==> config.mk <==
export PLATFORM = sky130hd
export DESIGN_NAME = bks_cordic_cell
export DESIGN_NICKNAME = d
export VERILOG_FILES = /design/src/rtl/core/biarc_knot_solver_assert.svh /design/src/rtl/core/bks_pkg.sv /design/src/rtl/core/bks_cordic_cell.sv
export SDC_FILE = /design/constraint.sdc
export NUM_CORES = 1
export LEC_CHECK = 0
export BUFFER_PORTS_ARGS = -buffer_cell sky130_fd_sc_hd__buf_2
export CAP_MARGIN = 20
export CORE_ASPECT_RATIO = 1.75
export CORE_MARGIN = 1.5
export CORE_UTILIZATION = 49
export DETAILED_ROUTE_END_ITERATION = 10
export PLACE_DENSITY = 0.83
export SLEW_MARGIN = 25
export SYNTH_ARGS = -nofsm -noshare
export SYNTH_HDL_FRONTEND = slang
export SYNTH_SLANG_ARGS = --single-unit
==> constraint.sdc <==
create_clock -name clock -period 5.7 [get_ports clock]
set_input_delay 1.14 -clock clock [delete_from_list [all_inputs] [get_ports clock]]
set_output_delay 1.14 -clock clock [all_outputs]
set_load 0.05 [all_outputs]
==> src/rtl/core/biarc_knot_solver_assert.svh <==
// Assertion macros used by the solver core
`ifndef BIARC_KNOT_SOLVER_ASSERT_SVH
`define BIARC_KNOT_SOLVER_ASSERT_SVH

// cond must hold whenever trig holds
`define BKS_ASSERT_IMPLY(label, clk, rst, trig, cond, msg) \
   label: assert property (@(posedge clk) disable iff (rst) (trig) |-> (cond)) \
      else $error(msg);

// cond must never hold
`define BKS_ASSERT_NEVER(label, clk, rst, cond, msg) \
   label: assert property (@(posedge clk) disable iff (rst) !(cond)) else $error(msg);

`endif

==> src/rtl/core/bks_pkg.sv <==
`default_nettype none
package bks_pkg;

   localparam int POS_W             = 24;
   localparam int ANG_W             = 16;
   localparam int TRIG_W            = 16;
   localparam int TAB_LEN           = 24;
   localparam int CORDIC_STAGES_DEF = 16;

   localparam int SC_W     = 34;
   localparam int SC_AW    = 34;
   localparam int VEC_W    = 57;
   localparam int VEC_AW   = 34;

   localparam int B_W      = 27;
   localparam int MB_W     = 26;
   localparam int V_W      = 48;
   localparam int A_W      = 17;
   localparam int AC_W     = 16;
   localparam int RAD_W    = 52;
   localparam int ROOT_W   = RAD_W / 2;
   localparam int SQ_REM_W = ROOT_W + 4;
   localparam int NUM_W    = 48;
   localparam int DEN_W    = 27;
   localparam int DV_REM_W = DEN_W + 1;
   localparam int DM_W     = 41;

   localparam logic [DM_W-1:0] D_LIMIT = DM_W'(64'h100_0000_0000);
   localparam int CORDIC_K = 652032874;

   typedef struct packed {
      logic signed [POS_W-1:0] x;
      logic signed [POS_W-1:0] y;
      logic                    zero;
      logic                    neg;
   } sc_side_type;

   typedef struct packed {
      logic signed [POS_W-1:0]  x;
      logic signed [POS_W-1:0]  y;
      logic                     zero;
      logic                     use_v;
      logic                     d_neg;
      logic [MB_W-1:0]          mb;
      logic [V_W-1:0]           v;
      logic [A_W-1:0]           a;
      logic signed [TRIG_W-1:0] s;
      logic [AC_W-1:0]          ac;
   } sq_side_type;

   typedef struct packed {
      logic signed [POS_W-1:0]  x;
      logic signed [POS_W-1:0]  y;
      logic                     zero;
      logic                     use_v;
      logic                     d_neg;
      logic                     dz;
      logic signed [TRIG_W-1:0] s;
      logic [AC_W-1:0]          ac;
   } dv_side_type;

   typedef struct packed {
      logic signed [POS_W-1:0] kx;
      logic signed [POS_W-1:0] ky;
      logic                    origin;
   } at_side_type;

   function automatic logic [33:0] atan_entry(input int idx);
      logic [33:0] v;
      unique case (idx)
         0:  v = 34'h20000000;
         1:  v = 34'h12E4051E;
         2:  v = 34'h09FB385B;
         3:  v = 34'h051111D4;
         4:  v = 34'h028B0D43;
         5:  v = 34'h0145D7E1;
         6:  v = 34'h00A2F61E;
         7:  v = 34'h00517C55;
         8:  v = 34'h0028BE53;
         9:  v = 34'h00145F2F;
         10: v = 34'h000A2F98;
         11: v = 34'h000517CC;
         12: v = 34'h00028BE6;
         13: v = 34'h000145F3;
         14: v = 34'h0000A2FA;
         15: v = 34'h0000517D;
         16: v = 34'h000028BE;
         17: v = 34'h0000145F;
         18: v = 34'h00000A30;
         19: v = 34'h00000518;
         20: v = 34'h0000028C;
         21: v = 34'h00000146;
         22: v = 34'h000000A3;
         23: v = 34'h00000051;
         default: v = 34'h0;
      endcase
      return v;
   endfunction

endpackage
`default_nettype wire

==> src/rtl/core/bks_cordic_cell.sv <==
`default_nettype none
module bks_cordic_cell #(
   parameter int W         = 34,
   parameter int AW        = 34,
   parameter int STAGE     = 0,
   parameter bit VECTORING = 1'b0,
   parameter int SW        = 1
) (
   input  wire logic                 clock,
   input  wire logic signed [W-1:0]  src_x,
   input  wire logic signed [W-1:0]  src_y,
   input  wire logic signed [AW-1:0] src_ang,
   input  wire logic [SW-1:0]        src_side,
   output logic signed [W-1:0]       dst_x,
   output logic signed [W-1:0]       dst_y,
   output logic signed [AW-1:0]      dst_ang,
   output logic [SW-1:0]             dst_side
);
   import bks_pkg::*;

   localparam logic signed [AW-1:0] ATAN = $signed(AW'(atan_entry(STAGE)));

   logic signed [W-1:0]  x_ff, x_in, y_ff, y_in;
   logic signed [AW-1:0] ang_ff, ang_in;
   logic [SW-1:0]        side_ff;
   logic                 up;

   always_comb begin
      up     = VECTORING ? src_y[W-1] : !src_ang[AW-1];
      x_in   = up ? src_x - (src_y >>> STAGE) : src_x + (src_y >>> STAGE);
      y_in   = up ? src_y + (src_x >>> STAGE) : src_y - (src_x >>> STAGE);
      ang_in = up ? src_ang - ATAN : src_ang + ATAN;
   end

   always_ff @(posedge clock) begin
      x_ff    <= x_in;
      y_ff    <= y_in;
      ang_ff  <= ang_in;
      side_ff <= src_side;
   end

   assign dst_x    = x_ff;
   assign dst_y    = y_ff;
   assign dst_ang  = ang_ff;
   assign dst_side = side_ff;
endmodule
`default_nettype wire

### Word-level counts from Yosys, hierarchy flattened

Index checks and enable logic that the tools add are counted.

* bits in read-only memories: 0
* memory bits (writable): 0
* logic and storage cells: 12
* bits in registers: 103
* latch bits: 0
* memories kept: 0
* input bits: 104

* bitwise logic cells: 0
* add/sub/neg operators: 5
* reduce and logical (&&, ||, !) cells: 0
* multiply operators: 0
* multiplexer cells: 3
* $lt $le $gt $ge: 0
* div/mod/pow operators: 0
* shift operators: 0
* eq/ne operators: 0

Operators by type and width (count)
* $mux W34: 3
* $sub A34 B34 Y34: 2
* $add A34 B31 Y34 const B: 1
* $add A34 B34 Y34: 1
* $sub A34 B31 Y34 const B: 1

### Logic depth before layout (Yosys ltp)

* depth in word-level cells: 2
* gate-level depth with buffers: 13

### Worst setup path before layout

No wires, ideal clock.

* kind: input to register
* start point: input port src_x[6]
* end point: register x_ff[33] (netlist: dst_x[33])
* data required time: 5.563 ns
* path slack: 2.365 ns
* buffers on the path: 1
* arrival: 3.198 ns
* cell stages on the path: 12
* setup time: 0.137 ns
* cells stage by stage: inv_1 -> ha_1 -> buf_4 -> nor2_1 -> a21oi_1 -> o221ai_1 -> o211a_1 -> o21ba_2 -> a2111oi_2 -> nor4_1 -> o311ai_0 -> o211ai_1

* word-level cells in the longest chain between the ends: 2

Ends and longest elaborated chain
* start, declared: RTL line bks_cordic_cell.sv:10 `input wire logic signed [W-1:0] src_x,`
* $sub A34 B34 Y34 or $add A34 B34 Y34 (tied branches): RTL line bks_cordic_cell.sv:30 `x_in = up ? src_x - (src_y >>> STAGE) : src_x + (src_y >>> STAGE);`
* $mux W34 *: RTL line bks_cordic_cell.sv:30
* net x_in[33]: RTL line bks_cordic_cell.sv:23 `logic signed [W-1:0] x_ff, x_in, y_ff, y_in;`
* end signal, assigned: RTL line bks_cordic_cell.sv:36 `x_ff <= x_in;`
* end, declared: RTL line bks_cordic_cell.sv:23

Mark *: on every way through the listed nets, which the timed path passes. The rest lies on a longest branch.

### Final worst setup path

* start point: input port src_x[17]
* end point: register y_ff[26] (netlist: dst_y[26])

* word-level cells in the longest chain between the ends: 2

Ends and longest elaborated chain
* $add A34 B34 Y34 or $sub A34 B34 Y34 (tied branches): RTL line bks_cordic_cell.sv:31 `y_in = up ? src_y + (src_x >>> STAGE) : src_y - (src_x >>> STAGE);`
* $mux W34 *: RTL line bks_cordic_cell.sv:31
* net y_in[26]: RTL line bks_cordic_cell.sv:23
* end signal, assigned: RTL line bks_cordic_cell.sv:37 `y_ff <= y_in;`
* end, declared: RTL line bks_cordic_cell.sv:23

Marked as above.

==> run_results.csv <==
group,metric,value,unit
status,outcome,"completed",
setup_path,end_kind,"flip-flop",
yosys,synth_cells,1014,
yosys,yosysSeqAreaShare,25.4,%
setup_path,criticalPathCategory,"in -> reg",
clock_tree,max-clock-path-buffers,2,
clock_tree,htree_levels,3,
yosys,synthTopCellsByArea,"sky130_fd_sc_hd__dfxtp_1 25%, sky130_fd_sc_hd__ha_1 16%, sky130_fd_sc_hd__a21oi_1 7.8%",
setup_path,critPathMaxStageDelay,0.62,ns
worst_hold_path,cell_depth_of_the_worst_min_delay_path,1,
setup_path,worstPathRequired,5.93,ns
power,powerDensity,301,mW/mm^2
yosys,yosys.cell_count.top_type,"sky130_fd_sc_hd__a21oi_1",
place,io_buffers,206,
yosys,synth_ff_type,"sky130_fd_sc_hd__dfxtp_1",
clock_tree,cts.root.buffer_cell,"sky130_fd_sc_hd__clkbuf_16",
setup_path,timing.critical_path.cells,"buf_2, inv_1, ha_1, inv_1, a21oi_1, o31ai_1, a2111oi_0, nor2_1, o41a_1, nor2_1, mux2i_1, xnor2_1",
global_routing,grt_pass1_vias,8159,
power,worst_ir_drop_vdd,145,uV
clock_tree,worst_setup_hold_path_clk_slew,0.07,ns
floorplanning,core_region,0.0160,mm^2
global_routing,number_of_antenna_violations_at_the_first_check_in_global_routing,0,
setup_path,critical_path_buf_inv_count,3,
timing,finalHoldViolations,0,
drt,detailroute.via_count,8129,
layout,drive_gt1_share,20.9,%
floorplanning,floorplan.die_area,0.0172,mm^2
yosys,postSynthAreaPerCell,7.94,um^2
yosys,ys_warn_count,0,
setup_path,critical_path_peak_fanout,17,
clock_tree,cts_sinks,102,
setup_path,worst_path_cell_with_the_longest_stage_delay,"sky130_fd_sc_hd__ha_1",
floorplanning,chip_height,173,um
drt,route.detailed.drc,0,
timing,maxSlewViolCount,0,
layout,layoutNonFillerInstCount,1378,
place,dp_hpwl,20600,um
floorplanning,row_count,61,
yosys,synthTopCellsByCount,"125 x sky130_fd_sc_hd__a21oi_1, 103 x sky130_fd_sc_hd__ha_1, 102 x sky130_fd_sc_hd__dfxtp_1, 96 x sky130_fd_sc_hd__inv_1, 76 x sky130_fd_sc_hd__nor2_1",
drt,drt-initial-drc-count,553,
setup_path,crit_path_start_kind,"input port",
yosys,yosysUniqueCellTypes,75,
global_routing,grt.total_usage,29.8,%
drt,detail_route.first_pass.iterations,7,
yosys,netlist.area_leader.share,25.4,%
floorplanning,initial_core_util,50.5,%
drt,wl_per_cell,18.8,um
global_routing,largest_net_degree_at_the_start_of_global_routing,74,
timing,grt_setup_unrepaired,"no",
setup_path,critical-path-top-delay-family,"compound AO/OA/AOI/OAI gates",
worst_hold_path,startpoint_of_the_most_critical_hold_path,"src_ang[13]",
worst_hold_path,whs_endpoint,"dst_ang[13]",
yosys,synth_top_cell_by_area,"sky130_fd_sc_hd__dfxtp_1",
clock_tree,setup_repair_bufs_after_cts,0,
yosys,postSynthNetCount,1225,
clock_tree,cts_buffers,9,
place,place_inst,1362,
clock_tree,number_of_cells_upsized_or_downsized_after_cts,0,
timing,tightestPinTransition,0.776,ns
drt,route.antenna.remaining_nets,0,
layout,finalNetCount,1395,
clock_tree,cts-hold-fix-buffers,0,
yosys,yosys_register_bits,102,
timing,slew_headroom,47.7,%
timing,post-route-min-period,3.93,ns
global_routing,grt.overflow.total,0,
drt,routed_via_density,5.90,
place,globalplace.congestion,0.978,
yosys,edff_count_synth,0,
setup_path,worst-endpoint-arrival,4.17,ns
timing,final_setup_tns,0,ns
timing,setup_viol_count_final,0,
drt,routed_wl,25900,um
layout,synthToLayoutAreaGrowth,16.6,%
timing,min_period_over_period,69.0,%
power,cellLeakagePower,4.51,nW
run,cap_violations,0,
layout,antenna_cells,0,
floorplanning,dieWidth,99.9,um
yosys,syn_area,0.00805,mm^2
yosys,asyncSetResetFlopFracSynth,0,%
global_routing,grt_first_pass_wirelength,40500,um
timing,maxClockFrequency,254,MHz
worst_hold_path,min-delay-path-class,"in -> reg",
floorplanning,ios,207,
clock_tree,tritoncts,"done",
-- worst max path at each step --
stage / cells after the start / from / endpoint / slack, ns
floorplan: 12 / src_x[6] / dst_x[33] / 2.37
global placement: 12 / src_x[20] / dst_x[33] / 1.46
detailed placement: 12 / src_x[20] / dst_x[33] / 1.47
CTS: 12 / src_x[20] / dst_x[33] / 1.83
global route: 12 / src_x[20] / dst_x[33] / 1.61
finish: 12 / src_x[17] / dst_y[26] / 1.77
-- layout by cell type, fill, tap and decap left out, drive strengths merged, types with 5 or more instances in the layout --
| cell | synthesis | layout |
|---|---|---|
| a211oi | 12 | 12 |
| a21o | 22 | 22 |
| a21oi | 126 | 126 |
| a31oi | 15 | 15 |
| and2 | 6 | 6 |
| buf | 18 | 208 |
| clkbuf | 31 | 10 |
| dfxtp | 102 | 102 |
| ha | 103 | 103 |
| inv | 101 | 105 |
| mux2i | 15 | 15 |
| nand2 | 50 | 50 |
| nand2b | 10 | 10 |
| nand3 | 16 | 16 |
| nand4 | 10 | 10 |
| nor2 | 76 | 76 |
| nor2b | 11 | 11 |
| nor3 | 18 | 18 |
| nor4 | 9 | 9 |
| o211ai | 11 | 11 |
| o21a | 9 | 9 |
| o21ai | 69 | 69 |
| o21bai | 22 | 22 |
| o221ai | 8 | 8 |
| o31ai | 9 | 9 |
| or2 | 9 | 9 |
| or3 | 5 | 5 |
| xnor2 | 54 | 54 |
| xor2 | 12 | 12 |
-- cell families after synthesis --
| kind of cell | count (synthesis) | share of synthesized area [%] |
|---|---|---|
| buf+inv | 151 | 7.60 |
| fa+ha+maj | 107 | 17.0 |
| simple gates | 229 | 13.6 |
| xor+xnor | 66 | 7.18 |
| compound gates | 344 | 27.4 |
| mux | 15 | 1.86 |
| flops | 102 | 25.4 |
-- layer usage --
metal | vias up | wire length (um) | track usage (%)
li1 | 3880 | - | -
met1 | 3731 | 8660 | 28.5
met2 | 382 | 13800 | 55.9
met3 | 136 | 1350 | 3.96
met4 | 0 | 2010 | 22.0
met5 | - | 0 | 0
-- cell type report --
type	count	area (um^2)
Clock buffer	10	229
Inverter	102	383
Clock inverter	6	52.6
Tap cell	189	236
Fill cell	1561	6560
Timing Repair Buffer	208	1050
Multi-Input combinational cell	761	5400
Sequential cell	102	2040
-- registers in the layout (all words and copies together), names as in the netlist --
| name | count |
|---|---|
| dst_ang | 34 |
| dst_y | 34 |
| dst_x | 33 |
| dst_side | 1 |
-- metrics by stage --
stage / power (mW) / hold WS [ns] / instance area, um^2 / util [%] / worst slack (ns)
2_1_floorplan: 1.88 / 1.17 / 8050 / - / 2.37
3_3_place_gp: 2.21 / 1.24 / 9110 / 57.1 / 1.46
3_5_place_dp: 2.22 / 1.24 / 9110 / 57.1 / 1.47
4_1_cts: 2.83 / 0.867 / 9390 / 58.9 / 1.83
5_1_grt: 2.95 / 0.863 / 9390 / 58.9 / 1.61
6_report: 2.82 / 0.874 / 9390 / 58.9 / 1.77
-- power by group --
group	internal, mW	leakage, nW	switching (mW)
Clock	0.305	0.137	0.297
Sequential	0.843	0.861	0.0340
Combinational	0.369	3.51	0.977
No activity file was read; power rests on OpenSTA's default activity.
