**src/rtl/core/biarc_knot_solver_assert.svh**
```systemverilog
// Assertion macros used by the solver core
`ifndef BIARC_KNOT_SOLVER_ASSERT_SVH
`define BIARC_KNOT_SOLVER_ASSERT_SVH

// cond must hold whenever trig holds
`define BKS_ASSERT_IMPLY(label, clk, rst, trig, cond, msg) \
   label: assert property (@(posedge clk) disable iff (rst) (trig) |-> (cond)) \
      else $error(msg);

// cond must never hold
`define BKS_ASSERT_NEVER(label, clk, rst, cond, msg) \
   label: assert property (@(posedge clk) disable iff (rst) !(cond)) else $error(msg);

`endif

```
**src/rtl/core/bks_pkg.sv**
```systemverilog
`default_nettype none
package bks_pkg;

   localparam int POS_W             = 24;
   localparam int ANG_W             = 16;
   localparam int TRIG_W            = 16;
   localparam int TAB_LEN           = 24;
   localparam int CORDIC_STAGES_DEF = 16;

   localparam int SC_W     = 34;
   localparam int SC_AW    = 34;
   localparam int VEC_W    = 57;
   localparam int VEC_AW   = 34;

   localparam int B_W      = 27;
   localparam int MB_W     = 26;
   localparam int V_W      = 48;
   localparam int A_W      = 17;
   localparam int AC_W     = 16;
   localparam int RAD_W    = 52;
   localparam int ROOT_W   = RAD_W / 2;
   localparam int SQ_REM_W = ROOT_W + 4;
   localparam int NUM_W    = 48;
   localparam int DEN_W    = 27;
   localparam int DV_REM_W = DEN_W + 1;
   localparam int DM_W     = 41;

   localparam logic [DM_W-1:0] D_LIMIT = DM_W'(64'h100_0000_0000);
   localparam int CORDIC_K = 652032874;

   typedef struct packed {
      logic signed [POS_W-1:0] x;
      logic signed [POS_W-1:0] y;
      logic                    zero;
      logic                    neg;
   } sc_side_type;

   typedef struct packed {
      logic signed [POS_W-1:0]  x;
      logic signed [POS_W-1:0]  y;
      logic                     zero;
      logic                     use_v;
      logic                     d_neg;
      logic [MB_W-1:0]          mb;
      logic [V_W-1:0]           v;
      logic [A_W-1:0]           a;
      logic signed [TRIG_W-1:0] s;
      logic [AC_W-1:0]          ac;
   } sq_side_type;

   typedef struct packed {
      logic signed [POS_W-1:0]  x;
      logic signed [POS_W-1:0]  y;
      logic                     zero;
      logic                     use_v;
      logic                     d_neg;
      logic                     dz;
      logic signed [TRIG_W-1:0] s;
      logic [AC_W-1:0]          ac;
   } dv_side_type;

   typedef struct packed {
      logic signed [POS_W-1:0] kx;
      logic signed [POS_W-1:0] ky;
      logic                    origin;
   } at_side_type;

   function automatic logic [33:0] atan_entry(input int idx);
      logic [33:0] v;
      unique case (idx)
         0:  v = 34'h20000000;
         1:  v = 34'h12E4051E;
         2:  v = 34'h09FB385B;
         3:  v = 34'h051111D4;
         4:  v = 34'h028B0D43;
         5:  v = 34'h0145D7E1;
         6:  v = 34'h00A2F61E;
         7:  v = 34'h00517C55;
         8:  v = 34'h0028BE53;
         9:  v = 34'h00145F2F;
         10: v = 34'h000A2F98;
         11: v = 34'h000517CC;
         12: v = 34'h00028BE6;
         13: v = 34'h000145F3;
         14: v = 34'h0000A2FA;
         15: v = 34'h0000517D;
         16: v = 34'h000028BE;
         17: v = 34'h0000145F;
         18: v = 34'h00000A30;
         19: v = 34'h00000518;
         20: v = 34'h0000028C;
         21: v = 34'h00000146;
         22: v = 34'h000000A3;
         23: v = 34'h00000051;
         default: v = 34'h0;
      endcase
      return v;
   endfunction

endpackage
`default_nettype wire

```
**src/rtl/core/bks_div_cell.sv**
```systemverilog
`default_nettype none
module bks_div_cell #(
   parameter int NW = 48,
   parameter int DW = 27,
   parameter int SW = 1
) (
   input  wire logic          clock,
   input  wire logic [NW-1:0] src_num,
   input  wire logic [DW:0]   src_rem,
   input  wire logic [DW-1:0] src_den,
   input  wire logic [NW-1:0] src_quo,
   input  wire logic [SW-1:0] src_side,
   output logic [NW-1:0]      dst_num,
   output logic [DW:0]        dst_rem,
   output logic [DW-1:0]      dst_den,
   output logic [NW-1:0]      dst_quo,
   output logic [SW-1:0]      dst_side
);
   import bks_pkg::*;

   logic [NW-1:0] num_ff, num_in, quo_ff, quo_in;
   logic [DW:0]   rem_ff, rem_in, rem_new;
   logic [DW-1:0] den_ff;
   logic [SW-1:0] side_ff;
   logic          ge;

   always_comb begin
      rem_new = {src_rem[DW-1:0], src_num[NW-1]};
      ge      = rem_new >= (DW+1)'(src_den);
      rem_in  = ge ? rem_new - (DW+1)'(src_den) : rem_new;
      quo_in  = {src_quo[NW-2:0], ge};
      num_in  = {src_num[NW-2:0], 1'b0};
   end

   always_ff @(posedge clock) begin
      num_ff  <= num_in;
      rem_ff  <= rem_in;
      den_ff  <= src_den;
      quo_ff  <= quo_in;
      side_ff <= src_side;
   end

   assign dst_num  = num_ff;
   assign dst_rem  = rem_ff;
   assign dst_den  = den_ff;
   assign dst_quo  = quo_ff;
   assign dst_side = side_ff;
endmodule
`default_nettype wire

```
**config.mk**
```make
export PLATFORM = sky130hd
export DESIGN_NAME = bks_div_cell
export DESIGN_NICKNAME = d
export VERILOG_FILES = /design/src/rtl/core/biarc_knot_solver_assert.svh /design/src/rtl/core/bks_pkg.sv /design/src/rtl/core/bks_div_cell.sv
export SDC_FILE = /design/constraint.sdc
export NUM_CORES = 1
export LEC_CHECK = 0
export CAP_MARGIN = 10
export CELL_PAD_IN_SITES_DETAIL_PLACEMENT = 2
export CELL_PAD_IN_SITES_GLOBAL_PLACEMENT = 2
export CORE_UTILIZATION = 35
export DETAILED_ROUTE_END_ITERATION = 10
export DONT_BUFFER_PORTS = 1
export PLACE_DENSITY_LB_ADDON = 0.25
export SYNTH_ARGS = -nofsm -noshare
export SYNTH_HDL_FRONTEND = slang
export SYNTH_SLANG_ARGS = --single-unit
```
**constraint.sdc**
```tcl
create_clock -name clock -period 3.8 [get_ports clock]
set_clock_uncertainty 0.15 [all_clocks]
set_input_delay 1.14 -clock clock [delete_from_list [all_inputs] [get_ports clock]]
set_output_delay 1.14 -clock clock [all_outputs]
set_load 0.02 [all_outputs]
```
Yosys cells after proc, flatten, opt, wreduce, memory -nomap -nowiden:

Cells that the tools add are included.

* register bits after elaboration: 151
* input bits: 153
* output and inout port bits: 152
* logic and storage cells: 8

* $add $sub $neg: 1
* order comparisons: 1
* mux-type cells: 1

Operators with widths (count)
* 28-bit by 27-bit greater-or-equal comparator with 1-bit output: 1
* 28-bit two-way mux: 1
* 28-bit by 27-bit subtractor with 28-bit output: 1

Logic depth before layout (Yosys ltp):

Gate-level depths: netlist of the first run.

* depth after elaboration: 2
* depth in mapped cells: 14

Worst setup path before layout of the first run:

No wires, ideal clock.

* kind: input to register
* start: input src_den[19]
* end: register rem_ff[22] (netlist: dst_rem[22])
* arrival time: 3.331 ns
* setup slack: 0.200 ns
* stages on the path: 14
* cell sequence: inv_1 > ha_1 > buf_2 > a21o_1 > a21oi_2 > o21ai_2 > o21a_1 > a2111o_1 > a31oi_4 > inv_2 > buf_6 > buf_6 > o31ai_1 > nand2_1

* cells in the longest elaborated chain, start to end: 2
* elaborated cells between the ends (all ways): 3
* classes of those cells: add/sub: 1; order compare: 1; mux: 1

RTL lines
* from (decl): line bks_div_cell.sv:10 `input wire logic [DW-1:0] src_den,`
* 28-bit by 27-bit subtractor with 28-bit output / 28-bit by 27-bit greater-or-equal comparator with 1-bit output (equally long branches): line bks_div_cell.sv:30, bks_div_cell.sv:29
* 28-bit two-way mux (*): line bks_div_cell.sv:30 `rem_in = ge ? rem_new - (DW+1)'(src_den) : rem_new;`
* via rem_in[22]: line bks_div_cell.sv:22 `logic [DW:0] rem_ff, rem_in, rem_new;`
* to (signal assigned): line bks_div_cell.sv:37 `rem_ff <= rem_in;`
* to (decl): line bks_div_cell.sv:22

Mark *: on every way through the listed nets, which the timed path passes. The rest lies on a longest branch.

Final worst setup path of the first run:

* start: input src_num[47]
* end: register rem_ff[26] (netlist: dst_rem[26])

* cells in the longest elaborated chain, start to end: 2
* elaborated cells between the ends (all ways): 3
* classes of those cells: add/sub: 1; order compare: 1; mux: 1

RTL lines
* from (decl): line bks_div_cell.sv:8 `input wire logic [NW-1:0] src_num,`
* 28-bit by 27-bit subtractor with 28-bit output / 28-bit by 27-bit greater-or-equal comparator with 1-bit output (equally long branches): line bks_div_cell.sv:30, bks_div_cell.sv:29
* 28-bit two-way mux (*): line bks_div_cell.sv:30
* via rem_in[26]: line bks_div_cell.sv:22

Marks and branches as above.

==> results.tsv, run 1 <==
metric	value	unit
dp_hpwl	11.7	mm
start_util	35.9	%
setup_viol	0	
yosysWarnings	0	
net-switching-power	1170	uW
hp-class	in -> reg	
worstMarginPinSlew	0.614	ns
critPathArrivalTime	3.63	ns
fin_crit_sh	91.8	%
timing.fmax	287	MHz
dpl_cell_area	0.00532	mm^2
combPwrFrac	10.0	%
hold_ws	0.588	ns
p_clk_share	42.3	%
syn_inst	451	
final_cells	676	
diodes	0	
cellPowerDensity	687	mW/mm^2
cts_buffer_depth	2	
p_sw_share	28.6	%
port_buffers	0	
final_common_cell	dfxtp_1	
hold_viol_final	0	
grt_antenna_before_repair	1	
rsz0062_at_grt	no	
coreArea	0.0138	mm^2
worstSetupPathType	in -> reg	
worst_ep_required_time	3.94	ns
ys_seq_elements	151	
drc	0	
design_area	0.00594	mm^2
std_cell_rows	43	
holdBufCountCts	0	
postRouteAntennaNets	0	
vias	3350	
synth.yosys.seq_area_share	60.9	%
max_cap_viol_count	0	
die_width	121	um
cts_tree	yes	
p_seq_share	47.7	%
dieHeight	121	um
synthTopCellsByArea	dfxtp_1 61%, ha_1 6.8%, a21oi_1 3.6%	
ys.flop_type	dfxtp_1	
nets	664	
max_slew_margin	58.9	%
synth_area	0.00496	mm^2
drtIter0Drc	110	
synth_edf_count	0	
detail_route.first_pass.iterations	4	
yosysTopAreaCellShare	60.9	%
cp-end-kind	flop	
nFillCells	1406	
grt_max_degree	33	
clock_sinks	151	
outcome	finished clean	
crit_fanout	7	
clk_pin_slew	0.07	ns
ys_async_sr_fraction	0	%
drive_above_1_share	15.9	%
grt.total_usage	20.4	%
ios	305	
leakagePower	0.00264	uW
die-area	0.0147	mm^2
yosysUniqueCellTypes	55	
gp_congestion	0.787	
worstSetupStartpointType	input pin	
grt_pass1_wl	21.7	mm
min_period	3.49	ns
grt_overflow	0	
wl	14.8	mm
htree_levels	4	
syn_avg_cell_area	11.0	um^2
ir_drop	0.295	mV
p_int	2910	uW
grt_pass1_vias	3656	
viasPerCell	4.96	
post_cts_resized	0	
post-cts-setup-buffer-count	0	
root_buffer	clkbuf_16	
syn-num-nets	632	
final_cell_mix	151 x dfxtp_1, 36 x a21oi_1, 34 x inv_1, 31 x nor2_1, 27 x ha_1	
maxSlewViolCount	0	
fin_setup_tns	0	ns
synth_area_leader_cell	dfxtp_1	
wl_per_cell	21.9	um
syn2layout_area_growth	19.7	%
placedCellCount	644	
cts_buffers	17	
flip-flops by register name (all words and copies together), names as in the netlist:
| name | cells |
|---|---|
| dst_quo | 48 |
| dst_num | 47 |
| dst_rem | 28 |
| dst_den | 27 |
| dst_side | 1 |
cell type report:
cell class / count / area (um^2) / share of cell area, %
Multi-Input combinational cell: 251 / 1720 / 29.0
Clock buffer: 18 / 439 / 7.40
Tap cell: 180 / 225 / 3.79
Timing Repair Buffer: 27 / 215 / 3.62
Clock inverter: 14 / 180 / 3.03
Sequential cell: 151 / 3020 / 50.9
Inverter: 35 / 131 / 2.21
metrics by stage:
stage / power [uW] / utilization, % / worst slack [ns]
floorplan: 2240 / - / 0.200
global placement: 2380 / 38.5 / -0.146
detailed placement: 2390 / 38.5 / -0.170
CTS: 4140 / 42.9 / 0.240
global route: 4260 / 42.9 / 0.0550
finish: 4080 / 42.9 / 0.313
cells in the mapped netlist (2+ instances only):
| cell | number |
|---|---|
| mux2_2 | 2 |
| nand2b_1 | 3 |
| ha_1 | 27 |
| o21ai_1 | 4 |
| a21o_1 | 11 |
| nor2_1 | 31 |
| buf_6 | 3 |
| xor2_1 | 11 |
| a21oi_1 | 36 |
| nor3b_1 | 3 |
| and3_1 | 6 |
| nand2_1 | 24 |
| a211oi_1 | 2 |
| buf_2 | 3 |
| a31oi_1 | 5 |
| dfxtp_1 | 151 |
| nor3_1 | 6 |
| o21bai_1 | 3 |
| clkbuf_1 | 7 |
| nand4_1 | 3 |
| nor2b_1 | 3 |
| o21a_1 | 3 |
| a21oi_2 | 10 |
| xnor2_1 | 9 |
| nand3_1 | 9 |
| o21ai_0 | 11 |
| o31ai_1 | 3 |
| inv_1 | 34 |
| o41ai_1 | 2 |
worst max-delay path, stage by stage:
cell,delay [ns]
inv_1,0.03
ha_1,0.20
fa_1,0.22
nor2b_1,0.08
nor3_2,0.21
o21ai_1,0.11
a31oi_1,0.53
o221ai_2,0.27
buf_4,0.23
a2111oi_0,0.47
o41ai_1,0.13
power groups by stage:
stage / Sequential [uW] / Combinational [uW] / Clock (uW)
6_report: 1950 / 407 / 1730
4_1_cts: 1950 / 415 / 1770
3_5_place_dp: 1980 / 407 / 0
3_3_place_gp: 1980 / 396 / 0
2_1_floorplan: 1960 / 289 / 0
5_1_grt: 1960 / 457 / 1840
final timing paths:
path,from,endpoint,cells past startpoint
worst min-delay path,src_num[34],dst_num[35],0
worst max-delay path,src_num[47],dst_rem[26],11
layer usage:
| metal | routed length [um] | track usage (%) | vias to the layer above |
|---|---|---|---|
| met5 | 0 | 0 | - |
| met4 | 260 | 7.41 | 0 |
| met3 | 1250 | 8.93 | 21 |
| li1 | - | - | 1598 |
| met1 | 5480 | 21.1 | 1578 |
| met2 | 7810 | 36.4 | 153 |
kinds of logic after synthesis:
family	synth area share, %
buf+inv	4.31
other cells	0.0756
flops	60.9
fa+ha+maj	7.21
simple gates	9.48
mux	0.681
xor+xnor	3.53
compound gates	13.8
No activity file was read; power rests on OpenSTA's default activity.
==> run 2: changes to the inputs <==
Settings changed: PLACE_DENSITY_LB_ADDON 0.25 to 0.15.
==> run 2 against run 1 <==
Net effect: cell area fell by 0.36%; first-iteration DRC count rose by 26%; maximum frequency grew 3.6%; combinational power is 1% higher; via count grew 1.3%; critical path depth increased by 2; hold slack lost 0.0091 ns; core utilization is 0.15 points lower; sequential power about the same; clock power fell by 6%; sequential cell count did not move; cell count up 0.74%; largest cell class unchanged.
==> results.tsv, run 2 (same netlist as run 1, synthesis figures left out) <==
metric	value	unit
outcome	finished clean	
start_util	35.9	%
grt_max_degree	18	
detail_route.first_pass.iterations	4	
leakagePower	0.00263	uW
cts_tree	yes	
drive_above_1_share	16.8	%
htree_levels	4	
die-area	0.0147	mm^2
std_cell_rows	43	
setup_viol	0	
die_width	121	um
critPathArrivalTime	3.57	ns
slowest_delay	0.41	ns
critPathSlowestCell	fa_1	
drtIter0Drc	139	
grt_antenna_before_repair	1	
final_common_cell	dfxtp_1	
worstSetupPathType	in -> reg	
crit_fanout	13	
placedCellCount	649	
clk_pin_slew	0.07	ns
worst_ep_required_time	4.00	ns
grt.total_usage	21.4	%
setup_slack	0.434	ns
grt_overflow	0	
path_cells	inv_1 -> ha_1 -> fa_1 -> nor2b_1 -> nor3_2 -> o21ai_1 -> a31oi_1 -> o221ai_2 -> a31oi_4 -> inv_2 -> buf_4 -> nor2_1 -> a21oi_2	
ios	305	
post_cts_resized	0	
wl_per_cell	22.5	um
grt_pass1_wl	22.8	mm
grt_pass1_vias	3783	
root_buffer	clkbuf_16	
preCtsSetupSlack	-0.0524	ns
largest_reg_flops	48	
post-cts-setup-buffer-count	0	
nFillCells	1421	
syn2layout_area_growth	19.3	%
fin_crit_sh	88.6	%
p_total	3990	uW
cp-end-kind	flop	
maxSlewViolCount	0	
max_cap_viol_count	0	
cts_buffer_depth	2	
final_cell_mix	151 x dfxtp_1, 36 x a21oi_1, 34 x inv_1, 32 x buf_4, 31 x nor2_1	
postRouteAntennaNets	0	
worstSetupStartpointType	input pin	
hp-class	in -> reg	
final_cells	681	
port_buffers	0	
timing.fmax	297	MHz
coreArea	0.0138	mm^2
min_period	3.37	ns
ir_drop	0.286	mV
rsz0062_at_grt	no	
dieHeight	121	um
gp_congestion	0.713	
clock_sinks	151	
viasPerCell	4.98	
drc	0	
hold_viol_final	0	
cts_buffers	17	
dp_hpwl	12.4	mm
cellPowerDensity	674	mW/mm^2
nets	669	
wl	15.3	mm
vias	3394	
diodes	0	
holdBufCountCts	0	
-- run 2: power by group --
group	leakage [uW]	total, uW	switching (uW)	internal, uW
logic	0.00108	412	228	184
registers	0.00127	1950	231	1720
clock network	0.000274	1630	753	873
-- run 2: final timing paths --
check	startpoint	endpoint	slack (ns)	cells past startpoint
setup / recovery	src_num[47]	dst_rem[3]	0.43	13
hold / removal	src_num[0]	dst_num[1]	0.58	0
-- run 2: critical path: cells and delay by family --
kind            cells  cell delay, ns
buf+inv             3            0.48
fa+ha+maj           2            0.63
compound gates      5            0.96
simple gates        3            0.36
-- run 2: routing by layer --
metal	wire length (um)	global-route usage (%)
met4	276	8.49
met2	7920	37.9
met1	5990	23.8
met5	0	0
met3	1150	6.48
-- run 2: area by class of cell --
cell class	count	area, um^2	area share [%]
clock buffer	17	425	7.19
clock inverter	15	148	2.50
inverter	35	131	2.22
multi-input combinational	251	1720	29.1
sequential	151	3020	51.1
tap	180	225	3.81
timing repair buffer	32	240	4.06
-- run 2: stage by stage --
stage | setup TNS (ns) | instance area (um^2) | hold WS, ns | util (%)
final | 0 | 5920 | 0.579 | 42.8
after global routing | 0 | 5920 | 0.562 | 42.8
after CTS | 0 | 5920 | 0.562 | 42.8
after detailed placement | -0.205 | 5340 | 1.02 | 38.6
after global placement | 0 | 5340 | 1.02 | 38.6
after floorplan | 0 | 4960 | 1.02 | -
==> run 3: changes to the inputs <==
Settings changed: CORE_UTILIZATION 35 to 37, CTS_BUF_LIST set to sky130_fd_sc_hd__clkbuf_2 sky130_fd_sc_hd__clkbuf_4 sky130_fd_sc_hd__clkbuf_8.
==> run 3 against run 2 <==
Net effect: clock power decreased by 23%; setup slack worse by 0.045 ns; power decreased by 9.1%; cell area shrank 2.8%; sequential share of layout area is 1.5 points higher; sequential power hardly changed; critical endpoint is now dst_rem[26]; largest cell class unchanged.
==> results.tsv, run 3 (same netlist as run 1, synthesis figures left out) <==
metric	value	unit
outcome	finished clean	
final_cell_mix	151 x dfxtp_1, 36 x a21oi_1, 34 x inv_1, 31 x nor2_1	
max_slew_margin	61.4	%
grt_pass1_wl	23.0	mm
vias	3375	
detail_route.first_pass.iterations	4	
p_clk_share	34.9	%
critPathArrivalTime	3.59	ns
grt_antenna_before_repair	0	
hold_viol_final	0	
worstMarginPinSlew	0.565	ns
drtIter0Drc	159	
dp_hpwl	12.2	mm
grt.total_usage	22.3	%
preCtsSetupSlack	-0.0376	ns
port_buffers	0	
hold_ws	0.553	ns
worstSetupPathType	in -> reg	
cts_buffer_depth	2	
cellPowerDensity	630	mW/mm^2
p_int	2520	uW
p_sw_share	30.4	%
dieHeight	118	um
cts_tree	yes	
die-area	0.0139	mm^2
post-cts-setup-buffer-count	0	
cts_buffers	17	
postLayoutCoreUtil	44.9	%
drc	0	
critPathSlowestCell	a2111oi_0	
post_cts_resized	0	
htree_levels	4	
combPwrFrac	11.4	%
fin_crit_sh	89.8	%
p_total	3630	uW
syn2layout_area_growth	16.0	%
std_cell_rows	41	
setup_viol	0	
cp-end-kind	flop	
leakagePower	0.00256	uW
min_period	3.41	ns
worstSetupStartpointType	input pin	
nFillCells	1356	
gp_congestion	0.802	
die_width	118	um
slowest_delay	0.57	ns
holdBufCountCts	0	
start_util	38.7	%
net-switching-power	1100	uW
postRouteAntennaNets	0	
drive_above_1_share	16.3	%
rsz0062_at_grt	no	
grt_max_degree	22	
clk_pin_slew	0.09	ns
maxSlewViolCount	0	
final_common_cell	dfxtp_1	
hp-class	in -> reg	
path_buf_inv	2	
root_buffer	clkbuf_8	
p_seq_share	53.8	%
wl_per_cell	22.5	um
largest_reg_flops	48	
coreArea	0.0128	mm^2
diodes	0	
grt_pass1_vias	3711	
crit_fanout	7	
path_cells	inv_1 -> ha_1 -> fa_1 -> nor2b_1 -> nor3_2 -> o21ai_1 -> a31oi_1 -> o221ai_2 -> buf_4 -> a2111oi_0 -> o41ai_1	
nets	666	
viasPerCell	5.04	
max_cap_viol_count	0	
setup_slack	0.389	ns
ios	305	
ir_drop	0.209	mV
cp_top_family	compound AO/OA/AOI/OAI gates	
fin_setup_tns	0	ns
grt_overflow	0	
timing.fmax	293	MHz
clock_sinks	151	
worst_ep_required_time	3.98	ns
wl	15.1	mm
run 3: cell types whose count changed in the layout (fill, tap and decap cells not counted), sizes merged:
cell	previous run	this run
inv	45	40
clkbuf	17	18
clkinv	2	6
buf	32	29
bufinv	0	2
clkinvlp	3	1
run 3: power groups by stage:
stage	sequential (uW)	combinational, uW	clock (uW)
3_3_place_gp	1980	401	0
4_1_cts	1950	419	1300
2_1_floorplan	1960	289	0
3_5_place_dp	1990	412	0
5_1_grt	1960	460	1380
6_report	1950	412	1260
run 3: final timing paths:
check         from     endpoint  slack, ns  cells past startpoint
min    src_den[20]  dst_den[20]       0.55                      0
max    src_num[47]  dst_rem[26]       0.39                     11
run 3: final cells by class:
class                      count  area, um^2  share of cell area, %
timing repair buffer          29         243                   4.22
inverter                      35         131                   2.28
tap                          172         215                   3.74
sequential                   151        3020                   52.5
clock buffer                  18         248                   4.31
multi-input combinational    251        1720                   30.0
clock inverter                14         169                   2.94
run 3: layer usage:
layer	vias up	routed length, um	GRT usage [%]
met5	-	0	0
met4	0	198	7.21
met3	17	1030	8.28
met2	146	8040	39.9
met1	1613	5800	24.2
li1	1599	-	-
run 3: stage by stage:
| stage | cell area (um^2) | cells |
|---|---|---|
| 3_3_place_gp | 5340 | 638 |
| 6_report | 5750 | 670 |
| 2_1_floorplan | 4960 | 451 |
| 4_1_cts | 5750 | 670 |
| 3_5_place_dp | 5340 | 638 |
| 5_1_grt | 5750 | 670 |
